**config.mk**
```make
export PLATFORM = sky130hd
export DESIGN_NAME = char_lcd_buffer_refresh
export DESIGN_NICKNAME = d
export VERILOG_FILES = /design/src/hw/rtl/lcdbr_pkg.sv /design/src/hw/rtl/lcdbr_text_mem.sv /design/src/hw/rtl/lcdbr_ctrl.sv /design/src/hw/rtl/char_lcd_buffer_refresh.sv
export VERILOG_INCLUDE_DIRS = /design/src /design/src/hw/rtl
export SDC_FILE = /design/constraint.sdc
export NUM_CORES = 1
export LEC_CHECK = 0
export CORE_ASPECT_RATIO = 0.6
export CORE_MARGIN = 3
export CORE_UTILIZATION = 37
export CTS_CLUSTER_SIZE = 30
export DETAILED_ROUTE_END_ITERATION = 10
export DONT_BUFFER_PORTS = 1
export PLACE_DENSITY_LB_ADDON = 0.1
export SLEW_MARGIN = 20
export SYNTH_ARGS = -nofsm -noshare
export SYNTH_HDL_FRONTEND = slang
export SYNTH_SLANG_ARGS = --single-unit
export TNS_END_PERCENT = 10
```
**constraint.sdc**
```tcl
create_clock -name clk -period 4.5 [get_ports clk]
set_input_delay 1.125 -clock clk [delete_from_list [all_inputs] [get_ports clk]]
set_output_delay 1.125 -clock clk [all_outputs]
set_load 0.01 [all_outputs]
```
**src/hw/rtl/char_lcd_buffer_refresh_defines.svh**
```systemverilog
// Assertion macros shared by the character display front end RTL.
`ifndef CHAR_LCD_BUFFER_REFRESH_DEFINES_SVH
`define CHAR_LCD_BUFFER_REFRESH_DEFINES_SVH

// Same-cycle implication, checked outside reset.
`define LCDBR_ASSERT_IMPL(label, clk, rst_n, ante, cons) \
  label: assert property (@(posedge clk) disable iff (!rst_n) (ante) |-> (cons)) \
    else $error("lcdbr assertion failed");

// Next-cycle implication, checked outside reset.
`define LCDBR_ASSERT_NEXT(label, clk, rst_n, ante, cons) \
  label: assert property (@(posedge clk) disable iff (!rst_n) (ante) |=> (cons)) \
    else $error("lcdbr assertion failed");

`endif

```
**src/hw/rtl/lcdbr_pkg.sv**
```systemverilog
// Types, constants and codes of the character display front end.
package lcdbr_pkg;

  localparam int NUM_LINES  = 2;
  localparam int LINE_CHARS = 16;

  localparam int TEXT_DEPTH = NUM_LINES * LINE_CHARS;
  localparam int ADDR_W     = (TEXT_DEPTH > 1) ? $clog2(TEXT_DEPTH) : 1;
  localparam int LINE_W     = (NUM_LINES > 1) ? $clog2(NUM_LINES) : 1;
  localparam int COL_W      = (LINE_CHARS > 1) ? $clog2(LINE_CHARS) : 1;
  localparam int CNT_W      = (COL_W > 3) ? COL_W : 3;

  localparam int SETUP_COUNT = 5;

  localparam logic [7:0] SPACE_CODE      = 8'h20;
  localparam logic [7:0] SET_ADDR_CMD    = 8'h80;
  localparam logic [7:0] DDRAM_LINE_STEP = 8'h40;

  localparam logic [2:0] ACT_INIT    = 3'd0;
  localparam logic [2:0] ACT_CLEAR   = 3'd1;
  localparam logic [2:0] ACT_GOTO    = 3'd2;
  localparam logic [2:0] ACT_PUT     = 3'd3;
  localparam logic [2:0] ACT_REFRESH = 3'd4;

  typedef logic [ADDR_W-1:0] addr_t;

  typedef struct packed {
    logic [2:0] action;
    logic [7:0] target_line;
    logic [7:0] target_column;
    logic [7:0] character;
  } lcdbr_in_t;

  typedef struct packed {
    logic [7:0] lcd_byte;
    logic       is_data;
    logic       last;
  } lcdbr_out_t;

  typedef struct packed {
    logic       en;
    addr_t      addr;
    logic [7:0] data;
  } text_wr_t;

  typedef struct packed {
    logic  en;
    addr_t addr;
  } text_rd_t;

  function automatic logic [7:0] setup_cmd(input logic [2:0] idx);
    logic [7:0] cmd;
    case (idx)
      3'd0:    cmd = 8'h28;
      3'd1:    cmd = 8'h28;
      3'd2:    cmd = 8'h0C;
      3'd3:    cmd = 8'h01;
      3'd4:    cmd = 8'h06;
      default: cmd = 8'h00;
    endcase
    return cmd;
  endfunction

endpackage

```
**src/hw/rtl/lcdbr_text_mem.sv**
```systemverilog
// Text buffer memory with per-entry valid bits; an unwritten entry reads as a space.
module lcdbr_text_mem
  import lcdbr_pkg::*;
(
  input  logic       clk,
  input  logic       rst_n,
  input  logic       clear,
  input  text_wr_t   wr,
  input  text_rd_t   rd,
  output logic [7:0] rd_data
);

  logic [7:0]            mem [TEXT_DEPTH];
  logic [TEXT_DEPTH-1:0] valid_r;
  logic [7:0]            rd_data_r;
  logic                  rd_valid_r;

  always_ff @(posedge clk) begin
    if (wr.en) begin
      mem[wr.addr] <= wr.data;
    end
    if (rd.en) begin
      rd_data_r <= mem[rd.addr];
    end
  end

  always_ff @(posedge clk) begin
    if (!rst_n || clear) begin
      valid_r    <= '0;
      rd_valid_r <= 1'b0;
    end else begin
      if (wr.en) begin
        valid_r[wr.addr] <= 1'b1;
      end
      if (rd.en) begin
        rd_valid_r <= valid_r[rd.addr];
      end
    end
  end

  assign rd_data = rd_valid_r ? rd_data_r : SPACE_CODE;

endmodule

```
**src/hw/rtl/lcdbr_ctrl.sv**
```systemverilog
// Sequencer: cursor, dirty flags, setup command run and line refresh stream.
`include "char_lcd_buffer_refresh_defines.svh"
module lcdbr_ctrl
  import lcdbr_pkg::*;
(
  input  logic       clk,
  input  logic       rst_n,
  input  logic       start,
  output logic       busy,
  input  lcdbr_in_t  in_item,
  output logic       out_valid,
  output lcdbr_out_t out_item,
  output logic       mem_clear,
  output text_wr_t   mem_wr,
  output text_rd_t   mem_rd,
  input  logic [7:0] mem_rd_data
);

  localparam logic [1:0] S_IDLE  = 2'd0;
  localparam logic [1:0] S_SETUP = 2'd1;
  localparam logic [1:0] S_ADDR  = 2'd2;
  localparam logic [1:0] S_DATA  = 2'd3;

  localparam logic [CNT_W-1:0] SETUP_LAST = CNT_W'(SETUP_COUNT - 1);
  localparam logic [CNT_W-1:0] COL_LAST   = CNT_W'(LINE_CHARS - 1);

  logic [1:0]           state_r, state_nxt;
  logic [CNT_W-1:0]     cnt_r, cnt_nxt;
  logic [LINE_W-1:0]    line_r, line_nxt;
  logic [NUM_LINES-1:0] dirty_r, dirty_nxt;
  logic [7:0]           cur_line_r, cur_line_nxt;
  logic [7:0]           cur_col_r, cur_col_nxt;

  logic              accept;
  logic              first_found;
  logic [LINE_W-1:0] first_line;
  logic              next_found;
  logic [LINE_W-1:0] next_line;
  logic [7:0]        wline;
  logic [7:0]        wcol;

  function automatic addr_t text_addr(input logic [LINE_W-1:0] ln,
                                      input logic [COL_W-1:0] col);
    return ADDR_W'(int'(ln) * LINE_CHARS + int'(col));
  endfunction

  assign accept = start && !busy;
  assign busy   = (state_r != S_IDLE);

  always_comb begin
    first_found = 1'b0;
    first_line  = '0;
    next_found  = 1'b0;
    next_line   = '0;
    for (int j = NUM_LINES - 1; j >= 0; j--) begin
      if (dirty_r[j]) begin
        first_found = 1'b1;
        first_line  = LINE_W'(j);
      end
      if (dirty_r[j] && (j > int'(line_r))) begin
        next_found = 1'b1;
        next_line  = LINE_W'(j);
      end
    end
  end

  always_comb begin
    state_nxt    = state_r;
    cnt_nxt      = cnt_r;
    line_nxt     = line_r;
    dirty_nxt    = dirty_r;
    cur_line_nxt = cur_line_r;
    cur_col_nxt  = cur_col_r;
    mem_clear    = 1'b0;
    mem_wr       = '0;
    mem_rd       = '0;
    out_valid    = 1'b0;
    out_item     = '0;
    wline        = cur_line_r;
    wcol         = cur_col_r;

    if (accept) begin
      case (in_item.action)
        ACT_INIT, ACT_CLEAR: begin
          mem_clear    = 1'b1;
          dirty_nxt    = '1;
          cur_line_nxt = '0;
          cur_col_nxt  = '0;
          if (in_item.action == ACT_INIT) begin
            state_nxt = S_SETUP;
            cnt_nxt   = '0;
          end
        end
        ACT_GOTO: begin
          cur_line_nxt = in_item.target_line;
          cur_col_nxt  = in_item.target_column;
        end
        ACT_PUT: begin
          if ((in_item.character != 8'h00) && (cur_line_r < 8'(NUM_LINES))) begin
            if (cur_col_r >= 8'(LINE_CHARS)) begin
              wline = cur_line_r + 8'd1;
              wcol  = '0;
            end
            cur_line_nxt = wline;
            cur_col_nxt  = wcol;
            if (wline < 8'(NUM_LINES)) begin
              mem_wr.en   = 1'b1;
              mem_wr.addr = text_addr(wline[LINE_W-1:0], wcol[COL_W-1:0]);
              mem_wr.data = in_item.character;
              cur_col_nxt = wcol + 8'd1;
              dirty_nxt[wline[LINE_W-1:0]] = 1'b1;
            end
          end
        end
        ACT_REFRESH: begin
          if (first_found) begin
            state_nxt = S_ADDR;
            line_nxt  = first_line;
          end
        end
        default: begin
        end
      endcase
    end

    case (state_r)
      S_SETUP: begin
        out_valid         = 1'b1;
        out_item.lcd_byte = setup_cmd(cnt_r[2:0]);
        if (cnt_r == SETUP_LAST) begin
          out_item.last = 1'b1;
          state_nxt     = S_IDLE;
        end else begin
          cnt_nxt = cnt_r + 1'b1;
        end
      end
      S_ADDR: begin
        out_valid         = 1'b1;
        out_item.lcd_byte = SET_ADDR_CMD | 8'(int'(line_r) * int'(DDRAM_LINE_STEP));
        mem_rd.en         = 1'b1;
        mem_rd.addr       = text_addr(line_r, '0);
        cnt_nxt           = '0;
        state_nxt         = S_DATA;
      end
      S_DATA: begin
        out_valid         = 1'b1;
        out_item.lcd_byte = mem_rd_data;
        out_item.is_data  = 1'b1;
        if (cnt_r == COL_LAST) begin
          dirty_nxt[line_r] = 1'b0;
          if (next_found) begin
            line_nxt  = next_line;
            state_nxt = S_ADDR;
          end else begin
            out_item.last = 1'b1;
            state_nxt     = S_IDLE;
          end
        end else begin
          cnt_nxt     = cnt_r + 1'b1;
          mem_rd.en   = 1'b1;
          mem_rd.addr = text_addr(line_r, COL_W'(cnt_r + 1'b1));
        end
      end
      default: begin
      end
    endcase
  end

  always_ff @(posedge clk) begin
    if (!rst_n) begin
      state_r    <= S_IDLE;
      cnt_r      <= '0;
      line_r     <= '0;
      dirty_r    <= '1;
      cur_line_r <= '0;
      cur_col_r  <= '0;
    end else begin
      state_r    <= state_nxt;
      cnt_r      <= cnt_nxt;
      line_r     <= line_nxt;
      dirty_r    <= dirty_nxt;
      cur_line_r <= cur_line_nxt;
      cur_col_r  <= cur_col_nxt;
    end
  end

  `LCDBR_ASSERT_IMPL(a_setup_cnt, clk, rst_n, state_r == S_SETUP, cnt_r <= SETUP_LAST)
  `LCDBR_ASSERT_NEXT(a_addr_then_data, clk, rst_n, state_r == S_ADDR, state_r == S_DATA)
  `LCDBR_ASSERT_IMPL(a_sent_line_dirty, clk, rst_n, state_r == S_DATA, dirty_r[line_r])
  `LCDBR_ASSERT_NEXT(a_last_ends_run, clk, rst_n, out_valid && out_item.last, state_r == S_IDLE)

endmodule

```
**src/hw/rtl/char_lcd_buffer_refresh.sv**
```systemverilog
// Top level of the character display front end: text buffer and refresh sequencer.
//
//  channel  | handshake          | payload
//  ---------+--------------------+---------------------------------------
//  input    | start / busy       | in_item  (action, line, column, char)
//  result   | out_valid (strobe) | out_item (lcd_byte, is_data, last)
//
// Goto, put_char and clear finish at the accepting edge and never raise busy.
// Init holds busy while it sends the setup command run, one setup command beat per cycle.
// Refresh sends one beat per cycle: for each dirty line an address command plus sixteen
// characters, paced by the single text memory read port.
// Reset is synchronous; per-entry valid bits make the buffer read as spaces at once.
// The receiver cannot stall: each beat is on out_item for exactly one cycle.
module char_lcd_buffer_refresh
  import lcdbr_pkg::*;
(
  input  logic       clk,
  input  logic       rst_n,
  input  logic       start,
  output logic       busy,
  input  lcdbr_in_t  in_item,
  output logic       out_valid,
  output lcdbr_out_t out_item
);

  logic       mem_clear;
  text_wr_t   mem_wr;
  text_rd_t   mem_rd;
  logic [7:0] mem_rd_data;

  lcdbr_ctrl u_ctrl (
    .clk         (clk),
    .rst_n       (rst_n),
    .start       (start),
    .busy        (busy),
    .in_item     (in_item),
    .out_valid   (out_valid),
    .out_item    (out_item),
    .mem_clear   (mem_clear),
    .mem_wr      (mem_wr),
    .mem_rd      (mem_rd),
    .mem_rd_data (mem_rd_data)
  );

  lcdbr_text_mem u_text_mem (
    .clk     (clk),
    .rst_n   (rst_n),
    .clear   (mem_clear),
    .wr      (mem_wr),
    .rd      (mem_rd),
    .rd_data (mem_rd_data)
  );

endmodule

```
==> results of run 1 <==
==> stage by stage <==
step                      util (%)  power [mW]  hold slack [ps]  area [um2]  instances
final                         43.1        5.87              465       15400       1463
after global routing          43.1        6.07              488       15400       1462
after CTS                     43.1        5.94              467       15400       1462
after detailed placement      40.4        3.45              453       14400       1405
after global placement        40.4        3.46              448       14400       1405
after floorplan                  -        3.39              433       13600        937
==> cell usage after synthesis, types with 10 or more instances <==
master / count / area (um2)
edfxtp_1: 264 / 7930
dfxtp_1: 58 / 1160
nand2_1: 52 / 195
nor2b_1: 36 / 225
nor3_1: 36 / 180
nor2_1: 35 / 131
mux4_2: 34 / 766
a211oi_1: 33 / 248
o21a_1: 32 / 240
nand3_1: 31 / 155
o22ai_1: 30 / 188
clkbuf_1: 29 / 109
mux2_2: 28 / 315
o21ai_0: 18 / 90.1
and3_1: 15 / 93.8
buf_2: 14 / 70.1
a21oi_1: 13 / 65.1
a21boi_0: 12 / 90.1
mux2i_1: 12 / 120
nor4_2: 10 / 125
==> power groups by stage <==
stage | Combinational (mW) | Sequential [mW] | Clock [mW]
4_1_cts | 0.177 | 3.21 | 2.55
6_report | 0.178 | 3.21 | 2.48
3_3_place_gp | 0.178 | 3.28 | 0
2_1_floorplan | 0.125 | 3.27 | 0
5_1_grt | 0.195 | 3.21 | 2.66
3_5_place_dp | 0.176 | 3.28 | 0
==> registers in the layout, indices dropped and copies added (netlist names) <==
name,cells
u_ctrl.cnt_r,4
u_ctrl.cur_col_r,8
u_ctrl.cur_line_r,8
u_ctrl.dirty_r,2
u_ctrl.line_r,1
u_ctrl.state_r,2
u_text_mem.mem,256
u_text_mem.rd_data_r,8
u_text_mem.rd_valid_r,1
u_text_mem.valid_r,32
==> how the worst max path moves through the flow <==
stage / endpoint / slack, ps / cells past startpoint
finish: u_text_mem.mem[27][3] / 700 / 11
global route: u_text_mem.mem[27][3] / 530 / 11
floorplan: u_text_mem.mem[23][0] / 640 / 10
CTS: u_text_mem.mem[27][3] / 770 / 11
global placement: u_text_mem.mem[30][4] / 780 / 5
detailed placement: u_text_mem.mem[26][2] / 770 / 5
==> routing by layer <==
layer,part of all wire (%),GRT usage [%],wire [um]
met1,53,32.5,20000
met2,38,24.8,14200
met3,8.0,5.45,3030
met4,1.7,3.54,660
met5,0,0,0
==> cell type report <==
class | instances | area (um2)
Sequential cell | 322 | 9090
Fill cell | 3232 | 20300
Tap cell | 467 | 584
Clock buffer | 37 | 798
Inverter | 11 | 41.3
Antenna cell | 1 | 2.50
Timing Repair Buffer | 59 | 468
Clock inverter | 20 | 145
Multi-Input combinational cell | 546 | 4240
==> worst reg2reg max path, cell delays in order, from the launching register on <==
cell and delay (ps):
dfxtp_1 340, or4_4 650, a311o_1 360, a32oi_1 200
buf_4 200, and2_1 170, ha_1 170, inv_1 60
nor4_2 490, nand4b_1 360, nor2_1 280, buf_4 220
==> kinds of logic (layout without fill, tap and decap cells) <==
logic type,Yosys count,count (layout)
flops,322,322
simple gates,282,282
compound gates,177,177
mux,74,74
buf+inv,69,127
fa+ha+maj,8,8
xor+xnor,5,5
other cells,0,1
==> metrics.cfg, run 1 <==
[route]
via_per_inst=5.73
dr.pass1.iters=5
drc_errors=0
antenna_left=0
drt_iter0_markers=804
drt-total-wl_um=38000
avgRoutedWirePerCell_um=25.9
num_vias=8378

[hold_path]
hp-class=reg -> reg
min_from=u_text_mem.valid_r[3]
min_path_cells=1
holdPathEnd=u_text_mem.valid_r[3]

[timing]
layout_min_cycle_time_ps=3800
slew_violations=0
timing.final.crit_share_pct=84.5
tightestPinTransition_ps=1010
relSlewSlack_pct=32.6
fin_skew_ps=16.0
fmax_ghz=0.263
hold_viol_final=0
rsz0062_at_grt=false
worst_slack_ps=699
finalSetupViolations=0
finalSetupTns_ps=0

[yosys]
synth-async-reset-ratio_pct=0
syn-cell-area_mm2=0.0136
synth-adder-area-share_pct=0.734
synth_ff_type=edfxtp_1
synthXorXnorAreaFrac_pct=0.321
synth_compound_area_share_pct=9.17
syn-num-nets=975
synthCells=937
synth_warnings=0
avgSynthCellArea_um2=14.6
synth_top_family_by_area=simple AND/OR/NAND/NOR gates
synthSimpleGateAreaFrac_pct=11.9
synth_edf_count=264
synthMuxAreaShare_pct=8.80
synth_cell_types=66
ys_seq_area_share_pct=66.6
yosys_register_bits=322

[setup_path]
worstSetupEndpointType=flip-flop
startpoint=u_ctrl.cur_col_r[7]
cp_top_family=simple AND/OR/NAND/NOR gates
worstPathArrival_ps=4090
critPathMostFrequentCell=buf_4
r2r_start=u_ctrl.cur_col_r[7]
slowest_delay_ps=650
critPathRequiredTime_ps=4790
worstPathCellList=or4_4 > a311o_1 > a32oi_1 > buf_4 > and2_1 > ha_1 > inv_1 > nor4_2 > nand4b_1 > nor2_1 > buf_4
startpoint_type=flip-flop
crit_slowest_cell=or4_4
cp_num_buf_inv=3
path_max_fanout=12
reg2reg_depth=11
r2r_end=u_text_mem.mem[27][3]
ff2ff_setup_slack_ps=700
critical_path_class=reg -> reg

[cts]
cts.path.max_buffers=3
clkSinkCount=322
ctsHoldBuffers=0
worstSkewPairLatency_ps=600
cts-root-buf=clkbuf_16
cts_tree=built
h-tree-depth=1
cts-resized-gates=0
cts_setup_buffers=0
clk_pin_slew_ps=70
cts_buffers=31

[power_and_ir_drop]
leakagePower_nw=5.08
ir_worst_vdd_mv=0.303
p_int_mw=4.58
clkPwrFrac_pct=42.3
p_sw_share_pct=22.0
p_switching_mw=1.29
comb_power_share_pct=3.0
power.density_mw_per_mm2=382
pwr-share-seq_pct=54.7

[die]
chipWidth_um=254
die_height_um=155
start_util_pct=38.2
rows=53
pin_count=42
die_area_mm2=0.0393
placeableCoreArea_mm2=0.0357

[global_routing]
first_global_vias=8073
grt-ovfl-total=0
antenna_found_initial=1
grt_pass1_wl_um=56200
grt_use_total_pct=19.5
grt_max_degree=45

[layout]
drive_above_1_share_pct=19.6
layout_common_cells=edfxtp_1 (264), dfxtp_1 (58), buf_4 (57)
layout_commonest_cell=edfxtp_1
nets=1009
area_delta_synth_final_pct=12.6

[placement]
dp_hpwl_um=24900
io_buffers=0
globalplace.congestion=0.876
dpl_worst_slack_ps=773

[flow_run]
maxCapViolations=0

[status]
status=completed

Power figures use the tool's default switching activity.
==> run 2: changes to the inputs <==
Settings changed: ABC_AREA from default to 1.
Clock period 4.5 ns to 3.1 ns, I/O delays scaled along.
==> metrics.cfg, run 2 <==
[yosys]
yosysTopAreaCell=edfxtp_1
ys_seq_area_share_pct=63.0  ; -3.6 points
synth_warnings=0  ; unchanged
yosys_register_bits=322  ; unchanged
syn-num-nets=1340  ; +37%
avgSynthCellArea_um2=11.1  ; -24%
synthCells=1302  ; +39%
synth_ff_type=edfxtp_1
synth.most_common_cell=edfxtp_1
synth_top_cell_area_share_pct=55.0  ; -3.1 points
syn-cell-area_mm2=0.0144  ; +5.7%
synth_cell_types=45  ; -32%
synthTopCellsByArea=edfxtp_1 (55%), dfxtp_1 (8.1%), nand3_1 (5.4%)
yosys-top-cells-count=edfxtp_1 (264), nand3_1 (155), nor2_1 (137)
synth-async-reset-ratio_pct=0  ; unchanged
synth_edf_count=264  ; unchanged

[die]
pin_count=42  ; unchanged
start_util_pct=37.9  ; -0.35 points
die_height_um=159  ; +2.7%
rows=55  ; +3.8%
chipWidth_um=261  ; +2.7%
die_area_mm2=0.0415  ; +5.5%
placeableCoreArea_mm2=0.0381  ; +6.7%

[power_and_ir_drop]
clkPwrFrac_pct=43.6  ; +1.3 points
power.density_mw_per_mm2=546  ; +43%
p_int_mw=7.00  ; +53%
pwr-share-seq_pct=52.1  ; -2.6 points
p_sw_share_pct=21.9  ; -0.038 points
leakagePower_nw=6.46  ; +27%
p_switching_mw=1.97  ; +52%
ir_worst_vdd_mv=0.423  ; +40%
comb_power_share_pct=4.3  ; +1.3 points

[route]
avgRoutedWirePerCell_um=22.3  ; -14%
routed-wl-met2_um=15300  ; +7.7%
antenna_left=0  ; unchanged
met1_length_um=22200  ; +11%
num_vias=9713  ; +16%
drt_iter0_markers=958  ; +19%
dr.pass1.iters=5  ; unchanged
via_per_inst=5.23  ; -8.7%
drc_errors=0  ; unchanged
top_layer=met4
drt-total-wl_um=41400  ; +9.0%
met3_length_um=3150  ; +4.1%

[layout]
utilization_pct=43.2  ; +0.11 points
diodes=0  ; -1
area_delta_synth_final_pct=13.9
regMostFlops=u_text_mem.mem
nets=1359  ; +35%
reg_top3=u_text_mem.mem x256, u_text_mem.valid_r x32
drive_above_1_share_pct=15.6  ; -4.0 points
layout_commonest_cell=edfxtp_1
largest_reg_flops=256  ; unchanged
stdcell_count=1858  ; +27%
layout_common_cells=edfxtp_1 (264), nand3_1 (155), nor2_1 (129)

[setup_path]
worstPathArrival_ps=2170  ; -1920 ps
worstPathCellList=ha_1 > nand3_1 > or2_2 > nand2_1 > inv_1 > a31oi_2
crit_slowest_cell=dfxtp_2
slowest_delay_ps=430  ; -220 ps
cp_num_buf_inv=1  ; -2
startpoint_type=flip-flop
path_max_fanout=7  ; -5
cp_top_family=simple AND/OR/NAND/NOR gates
critical_path_class=reg -> out
critPathRequiredTime_ps=2320  ; -2470 ps
worstSetupEndpointType=output port

[global_routing]
grt-ovfl-total=0  ; unchanged
antenna_found_initial=1  ; unchanged
grt_max_degree=50  ; +11%
grt_use_total_pct=19.8  ; +0.27 points
grt_pass1_wl_um=61100  ; +8.8%
first_global_vias=9018  ; +12%

[timing]
fin_skew_ps=21.2  ; +5.20 ps
rsz0062_at_grt=false
tightestPinTransition_ps=815  ; -192 ps
fmax_ghz=0.340
whs_ps=272  ; -193 ps
layout_min_cycle_time_ps=2940
relSlewSlack_pct=45.2  ; +13 points
timing.final.crit_share_pct=94.8
finalSetupViolations=0  ; unchanged
hold_viol_final=0  ; unchanged
finalSetupTns_ps=0  ; unchanged
slew_violations=0  ; unchanged

[flow_run]
maxCapViolations=0  ; unchanged

[cts]
h-tree-depth=1  ; unchanged
cts-resized-gates=2  ; +2
cts.path.max_buffers=3  ; unchanged
clkSinkCount=322  ; unchanged
worstSkewPairLatency_ps=570  ; -30 ps
cts_setup_buffers=0  ; unchanged
cts_tree=built
cts-root-buf=clkbuf_16
ctsHoldBuffers=0  ; unchanged
cts_buffers=31  ; unchanged
clk_pin_slew_ps=70  ; about the same

[placement]
dp_hpwl_um=27800  ; +12%
dp_cells=1801  ; +28%
io_buffers=0  ; unchanged
globalplace.congestion=0.870  ; -0.58%

[status]
status=completed

[hold_path]
hp-class=in -> reg

-- run 2: metal layers --
layer | vias to the layer above | GRT usage, %
li1 | 4627 | -
met1 | 4782 | 33.4
met2 | 261 | 24.9
met3 | 43 | 5.18
met4 | 0 | 3.39
met5 | - | 0
-- run 2: logic make-up after synthesis --
kind of cell | Yosys count | share of synthesized area (%)
buffers and inverters | 204 | 5.86
adders and majority gates | 8 | 0.694
DFF | 322 | 63.0
and+or+nand+nor | 508 | 19.1
xor gates and xnor gates | 3 | 0.182
AOI/OAI and AO/OA | 257 | 11.1
-- run 2: final timing paths --
kind                                              from                endpoint  slack, ps  depth (start not counted)
worst max-delay path                   u_ctrl.cnt_r[0]             out_item[0]        160                          6
worst min-delay path                             rst_n       u_ctrl.dirty_r[1]        270                          1
worst max register to register    u_ctrl.cur_line_r[1]    u_text_mem.mem[4][7]        210                         16
worst min register to register  u_text_mem.valid_r[28]  u_text_mem.valid_r[28]        450                          2
-- run 2: stage by stage --
stage                     total power, mW  instance area [um2]  setup slack, ps
after floorplan                      5.02                14400              263
after global placement               5.15                15400              176
after detailed placement             5.15                15400              110
after CTS                            9.04                16400             91.2
after global routing                 9.26                16400             8.89
final                                8.97                16400              160
-- run 2: power by group through the flow --
stage	sequential, mW	clock (mW)	combinational, mW
3_3_place_gp	4.76	0	0.385
5_1_grt	4.67	4.17	0.423
2_1_floorplan	4.76	0	0.267
4_1_cts	4.67	3.98	0.386
6_report	4.67	3.91	0.388
3_5_place_dp	4.76	0	0.383
-- run 2: layout make-up --
class / instances / area [um2]
Clock inverter: 17 / 190
Multi-Input combinational cell: 776 / 4520
Clock buffer: 40 / 840
Inverter: 135 / 528
Tap cell: 513 / 642
Sequential cell: 322 / 9090
Fill cell: 3630 / 21600
Timing Repair Buffer: 55 / 613
